`config.mk`:
```
export PLATFORM = sky130hd
export DESIGN_NAME = can_bit_timing_resync_top
export DESIGN_NICKNAME = d
export VERILOG_FILES = /design/src/rtl/cbtr_pkg.sv /design/src/rtl/cbtr_timing.sv /design/src/rtl/can_bit_timing_resync_top.sv
export SDC_FILE = /design/constraint.sdc
export NUM_CORES = 1
export LEC_CHECK = 0
export BUFFER_PORTS_ARGS = -buffer_cell sky130_fd_sc_hd__buf_2
export CAP_MARGIN = 20
export CORE_ASPECT_RATIO = 0.5
export CORE_MARGIN = 1
export CORE_UTILIZATION = 50
export DETAILED_ROUTE_END_ITERATION = 10
export GPL_TIMING_DRIVEN = 0
export PLACE_DENSITY = 0.88
export SYNTH_ARGS = -nofsm -noshare
export SYNTH_HDL_FRONTEND = slang
export SYNTH_HIERARCHICAL = 1
export SYNTH_SLANG_ARGS = --single-unit
export TNS_END_PERCENT = 5
```
`constraint.sdc`:
```
create_clock -name clk -period 7 [get_ports clk]
set_input_delay 1.4 -clock clk [delete_from_list [all_inputs] [get_ports clk]]
set_output_delay 1.4 -clock clk [all_outputs]
set_load 0.02 [all_outputs]
```
`src/rtl/cbtr_pkg.sv`:
```
package cbtr_pkg;

  // Segment codes, as they appear in the result
  localparam logic [1:0] SEG_SYNC = 2'd0;
  localparam logic [1:0] SEG_P1   = 2'd1;
  localparam logic [1:0] SEG_P2   = 2'd2;

  // Register reset values
  localparam logic [4:0] RESET_PHASE1 = 5'd10;
  localparam logic [4:0] RESET_PHASE2 = 5'd10;
  localparam logic [3:0] RESET_JUMP   = 4'd5;

  // Register indexes on the config port
  localparam logic [1:0] REG_PHASE1 = 2'd0;
  localparam logic [1:0] REG_PHASE2 = 2'd1;
  localparam logic [1:0] REG_JUMP   = 2'd2;

  typedef struct packed {
    logic [4:0] phase1_quanta;
    logic [4:0] phase2_quanta;
    logic [3:0] jump_width;
  } cfg_t;

  typedef struct packed {
    logic [6:0] quantum_count;
    logic       sample_point;
    logic       write_point;
    logic [1:0] segment;
  } result_t;

endpackage

```
`src/rtl/cbtr_timing.sv`:
```
module cbtr_timing (
  input  logic             clk,
  input  logic             rst,
  input  cbtr_pkg::cfg_t   cfg,
  input  logic             accept,
  input  logic             edge_seen,
  output cbtr_pkg::result_t result
);
  import cbtr_pkg::*;

  logic [1:0] seg_state;
  logic [6:0] count;
  logic [5:0] seg1_len;
  logic [4:0] seg2_len;
  logic       edge_pend;

  logic [1:0] seg_state_next;
  logic [5:0] seg1_len_next;
  logic [4:0] seg2_len_next;
  logic       edge_pend_next;

  logic       pend;
  logic [6:0] jw7;
  logic       grow_ok;
  logic [6:0] jump1;
  logic [5:0] seg1_new;
  logic       shrink_ok;
  logic [6:0] end_pt;
  logic [6:0] rem;
  logic [6:0] jump2;
  logic [4:0] seg2_new;
  logic [6:0] end_new;

  assign pend = edge_pend | edge_seen;
  assign jw7  = {3'b000, cfg.jump_width};

  // Phase 1: lengthen once while still nominal
  assign grow_ok  = pend && (seg1_len == {1'b0, cfg.phase1_quanta});
  assign jump1    = (jw7 < count) ? jw7 : count;
  assign seg1_new = grow_ok ? seg1_len + jump1[5:0] : seg1_len;

  // Phase 2: shorten once while nominal, by min(jump, distance to end)
  assign shrink_ok = pend && (seg2_len == cfg.phase2_quanta);
  assign end_pt    = {1'b0, seg1_len} + {2'b00, seg2_len};
  assign rem       = (end_pt >= count) ? end_pt - count : count - end_pt;
  assign jump2     = (jw7 < rem) ? jw7 : rem;
  assign seg2_new  = shrink_ok ? seg2_len - jump2[4:0] : seg2_len;
  assign end_new   = {1'b0, seg1_len} + {2'b00, seg2_new};

  // Next state and result for the current tick
  always_comb begin
    seg_state_next     = seg_state;
    seg1_len_next      = seg1_len;
    seg2_len_next      = seg2_len;
    edge_pend_next     = pend;
    result.segment       = seg_state;
    result.write_point   = 1'b0;
    result.sample_point  = 1'b0;
    result.quantum_count = count;
    case (seg_state)
      SEG_SYNC: begin
        seg1_len_next        = {1'b0, cfg.phase1_quanta};
        seg2_len_next        = cfg.phase2_quanta;
        edge_pend_next       = 1'b0;
        seg_state_next       = SEG_P1;
        result.write_point   = 1'b1;
        result.quantum_count = 7'd0;
      end
      SEG_P1: begin
        seg1_len_next = seg1_new;
        if (grow_ok) begin
          edge_pend_next = 1'b0;
        end
        if (count == {1'b0, seg1_new}) begin
          result.sample_point = 1'b1;
          seg_state_next      = SEG_P2;
        end
      end
      default: begin
        seg2_len_next = seg2_new;
        if (shrink_ok) begin
          edge_pend_next = 1'b0;
        end
        if (count == end_new) begin
          seg_state_next = SEG_SYNC;
        end
      end
    endcase
  end

  // State update, one tick per accepted item
  always_ff @(posedge clk) begin
    if (rst) begin
      seg_state <= SEG_SYNC;
      count     <= 7'd0;
      seg1_len  <= {1'b0, RESET_PHASE1};
      seg2_len  <= RESET_PHASE2;
      edge_pend <= 1'b0;
    end else if (accept) begin
      seg_state <= seg_state_next;
      count     <= result.quantum_count + 7'd1;
      seg1_len  <= seg1_len_next;
      seg2_len  <= seg2_len_next;
      edge_pend <= edge_pend_next;
    end
  end

  a_reset_state: assert property (@(posedge clk)
    rst |=> (seg_state == SEG_SYNC) && !edge_pend && (count == 7'd0))
    else $error("state not cleared by reset");

  a_sync_to_p1: assert property (@(posedge clk) disable iff (rst)
    (accept && seg_state == SEG_SYNC) |=> (seg_state == SEG_P1) && (count == 7'd1) && !edge_pend)
    else $error("sync tick did not restart the bit");

  a_sample_to_p2: assert property (@(posedge clk) disable iff (rst)
    (accept && result.sample_point) |=> (seg_state == SEG_P2))
    else $error("sample point without entering phase 2");

  a_hold_idle: assert property (@(posedge clk) disable iff (rst)
    !accept |=> $stable(count) && $stable(seg_state) && $stable(edge_pend))
    else $error("state moved without an item");

endmodule

```
`src/rtl/can_bit_timing_resync_top.sv`:
```
// A result is presented in the cycle after its tick item is accepted.
// Throughput: one item per cycle; the state update is a single registered pass
// and the output register lets the next item in while a result is taken.
// Reset (rst, synchronous, active high): sync segment, counter zero, no edge
// pending, registers back to phase1 10, phase2 10, jump width 5, no result held.
module can_bit_timing_resync_top (
  input  logic        clk,
  input  logic        rst,
  // config port
  input  logic        psel,
  input  logic        penable,
  input  logic        pwrite,
  input  logic [3:0]  paddr,
  input  logic [31:0] pwdata,
  output logic [31:0] prdata,
  output logic        pready,
  // tick items in
  input  logic        s_tvalid,
  output logic        s_tready,
  input  logic [7:0]  s_tdata,   // [0] edge_seen
  // results out
  output logic        m_tvalid,
  input  logic        m_tready,
  output logic [15:0] m_tdata    // [1:0] segment, [2] write_point, [3] sample_point,
                                 // [10:4] quantum_count
);
  import cbtr_pkg::*;

  cfg_t    cfg;
  logic    wr_en;
  logic    accept;
  result_t result;
  result_t res_q;
  logic    out_valid;

  assign pready = 1'b1;
  assign wr_en  = psel && penable && pwrite && pready;

  // Configuration registers
  always_ff @(posedge clk) begin
    if (rst) begin
      cfg.phase1_quanta <= RESET_PHASE1;
      cfg.phase2_quanta <= RESET_PHASE2;
      cfg.jump_width    <= RESET_JUMP;
    end else if (wr_en) begin
      case (paddr[3:2])
        REG_PHASE1: cfg.phase1_quanta <= pwdata[4:0];
        REG_PHASE2: cfg.phase2_quanta <= pwdata[4:0];
        REG_JUMP:   cfg.jump_width    <= pwdata[3:0];
        default: ;
      endcase
    end
  end

  // Read back
  always_comb begin
    case (paddr[3:2])
      REG_PHASE1: prdata = {27'd0, cfg.phase1_quanta};
      REG_PHASE2: prdata = {27'd0, cfg.phase2_quanta};
      REG_JUMP:   prdata = {28'd0, cfg.jump_width};
      default:    prdata = 32'd0;
    endcase
  end

  // Take a tick whenever the output register is free or being emptied
  assign s_tready = !out_valid || m_tready;
  assign accept   = s_tvalid && s_tready;

  cbtr_timing u_timing (
    .clk       (clk),
    .rst       (rst),
    .cfg       (cfg),
    .accept    (accept),
    .edge_seen (s_tdata[0]),
    .result    (result)
  );

  // Output register
  always_ff @(posedge clk) begin
    if (rst) begin
      out_valid <= 1'b0;
    end else if (accept) begin
      out_valid <= 1'b1;
    end else if (m_tready) begin
      out_valid <= 1'b0;
    end
  end

  always_ff @(posedge clk) begin
    if (accept) begin
      res_q <= result;
    end
  end

  assign m_tvalid = out_valid;
  assign m_tdata  = {5'd0, res_q.quantum_count, res_q.sample_point,
                     res_q.write_point, res_q.segment};

endmodule

```
==> impl_results.md <==
* Slew @ Worst Pin at 0.767 ns
* Htree depth at 2
* Max incr delay on CP at 0.53 ns
* Via Count at 4337
* Clock Latency Late Sink at 0.29 ns
* Fillers at 593
* Worst-path clk slew at 0.07 ns
* Most common cell in the netlist: nor2_1
* WL final at 14100 um
* Final Max Slew Viols at 0
* Congestion Overflow GR at 0
* Largest vdd supply drop at 0.000127 V
* Worst path arrival time at 7.46 ns
* Crit path top cell by count: fa_2
* Total CTS buffers at 5
* Dpl cell area at 0.00479 mm2
* Critical setup path kind: flip-flop to flip-flop
* Synth async-reset ratio at 0%
* Vias per std cell at 6.02
* Share of layout cells above drive strength 1 at 28.4%
* MaxCap Viol Count at 0
* Cell accounting for the most synthesized area: dfxtp_1
* Starting density of the core at 53.1%
* First-pass GRT wire length at 18400 um
* Area growth syn-to-layout at 23.6%
* Clock sink count at 47
* Largest net degree at the start of global routing at 16
* Setup violators final at 2
* CORE AREA at 0.00826 mm2
* Drt first pass iters at 8
* I/O Buffers at 30
* Tmin final at 7.27 ns
* Hold-fix buffers, CTS at 0
* Mapped Area at 0.00439 mm2
* Chip height at 68.2 um
* Antenna violations before repair at 0
* Number of flops mapped to enable cells by yosys at 11
* Yosys top cell area share at 16.4%
* Critical Path Sink Type: flip-flop
* Max-slew headroom at 48.4%
* Failing checks: negative setup slack
* CP max stage cell: fa_2
* Final hold slack at 0.515 ns
* Root Buffer: clkbuf_16
* CP delay by family, top: adder cells
* Diode count at 0
* Initial drt markers at 487
* Die width at 134 um
* Yosys warns at 6
* Final period util at 104%
* Die Area at 0.00918 mm2
* CTS tree: built
* Setup ws final at -0.273 ns
* RSZ-0062 raised after global routing: true
* Nets at 706
* HP Class: flip-flop to flip-flop
* Commonest cells in the netlist: 51 x nor2_1, 41 x ha_1, 36 x dfxtp_1, 34 x a21oi_1, 34 x buf_4
* P_leak at 2.41 nW
* Crit path required time at 7.19 ns
* Clock skew at 0.00476 ns
* Tot Pwr at 0.00121 W
* Seq/Total Area, Yosys at 24.0%
* Top_reg_cell synth: dfxtp_1
* Design Area, Final at 0.00542 mm2
* Syn avg cell area at 8.52 um2
* Distinct cells, synth at 68
* Max Clock Freq at 0.138 GHz
* Yosys reg bits at 47
* # DRC at 0
* Crit-path max FO at 5
* Pwr/cell area at 223 mW/mm2
* # IOs at 102
* Synth Instances at 515
* Buf+Inv Stages, Crit Path at 4
* Std cell rows at 23
* All-Layer GR Usage at 26.0%
* Post-route ant nets at 0
* Status: finished with violations
* Final hold viol count at 0
* Longest Clk Path Bufs at 2
* Gpl congestion at 0.918
* CP Launch Type: flip-flop
* Hpwl dp at 8370 um
* WL/cell at 19.6 um
* Synth area leaders: dfxtp_1 16%, ha_1 12%, edfxtp_1 7.5%
* Vias in the first global route at 3794
-- area by class of cell --
| cell class | count | area (um2) | share of cell area, % |
|---|---|---|---|
| Clock buffer | 6 | 129 | 2.38 |
| Tap cell | 112 | 140 | 2.58 |
| Clock inverter | 2 | 15.0 | 0.277 |
| Inverter | 33 | 124 | 2.28 |
| Timing Repair Buffer | 55 | 345 | 6.37 |
| Sequential cell | 47 | 1060 | 19.6 |
| Buffer | 54 | 358 | 6.60 |
| Multi-Input combinational cell | 412 | 3250 | 59.9 |
-- cells by family (layout without fill, tap and decap cells) --
logic type	Yosys count	in the layout	synth area share [%]
DFF	47	47	24.0
other	3	34	0.257
xor gates and xnor gates	38	38	7.58
muxes	39	39	9.12
adders and majority gates	47	47	14.4
and+or+nand+nor	150	150	17.8
AOI/OAI and AO/OA	104	104	15.9
buffers and inverters	87	150	11.0
-- routing by layer --
| layer | up-vias | part of all wire [%] | GRT usage, % |
|---|---|---|---|
| met3 | 90 | 11 | 3.48 |
| met5 | - | 0 | 0 |
| met2 | 355 | 44 | 46.2 |
| met1 | 1992 | 39 | 32.9 |
| met4 | 0 | 6.0 | 10.4 |
| li1 | 1900 | - | - |
-- final timing paths --
kind,start,end,slack [ns],depth (start not counted)
worst max-delay path,u_timing/seg2_len[0]$_SDFFE_PP0P_,u_timing/seg_state[1]$_SDFFE_PP0P_,-0.27,31
worst min-delay path,m_tvalid$_SDFFE_PP0P_,m_tvalid$_SDFFE_PP0P_,0.51,2
worst max register to register,u_timing/seg2_len[0]$_SDFFE_PP0P_,u_timing/seg_state[1]$_SDFFE_PP0P_,-0.27,31
worst min register to register,m_tvalid$_SDFFE_PP0P_,m_tvalid$_SDFFE_PP0P_,0.51,2
-- registers in the layout, summed over array words and instances (netlist names) --
| name | cells |
|---|---|
| cfg | 14 |
| m_tdata | 11 |
| u_timing/count | 7 |
| u_timing/seg1_len | 6 |
| u_timing/seg2_len | 5 |
| u_timing/seg_state | 2 |
| m_tvalid | 1 |
| u_timing/edge_pend | 1 |
-- power breakdown --
| group | internal (W) | switching [W] |
|---|---|---|
| clock | 0.000135 | 0.000117 |
| sequential | 0.000289 | 0.0000197 |
| combinational | 0.000296 | 0.000351 |
-- layout by cell type, fill, tap and decap left out, types with 11 or more instances in the layout --
cell and n:
buf_2 33, ha_1 33, o21ai_0 19, a21oi_1 27, edfxtp_1 11, xnor2_1 22
dfxtp_1 31, nand2_1 28, nand2b_1 20, inv_1 29, conb_1 34, clkbuf_1 12
xor2_1 11, buf_4 57, nor2_1 51, mux2i_1 29
-- timing repair --
action,CTS,global route
pin swaps,8,28
gates resized for setup,24,40
setup endpoints to repair,2,2
setup buffers,16,9
hold endpoints to repair,0,0
-- metrics by stage --
stage	setup WS (ns)	instances	TNS, ns	utilization, %
finish	-0.273	721	-0.531	65.6
global route	-0.435	721	-0.809	65.6
CTS	0.0356	712	0	62.3
detailed placement	-0.683	688	-1.20	58.1
global placement	-0.446	688	-0.732	58.1
floorplan	0.417	546	0	-
-- worst reg2reg max path: cells and delay by family, from the launching register on --
kind | cells | cell delay, ns
and+or+nand+nor | 5 | 0.76
xor gates and xnor gates | 2 | 0.52
buffers and inverters | 4 | 0.34
adders and majority gates | 7 | 2.38
DFF | 1 | 0.38
AOI/OAI and AO/OA | 11 | 2.18
muxes | 2 | 0.60
Power figures use the tool's default switching activity.
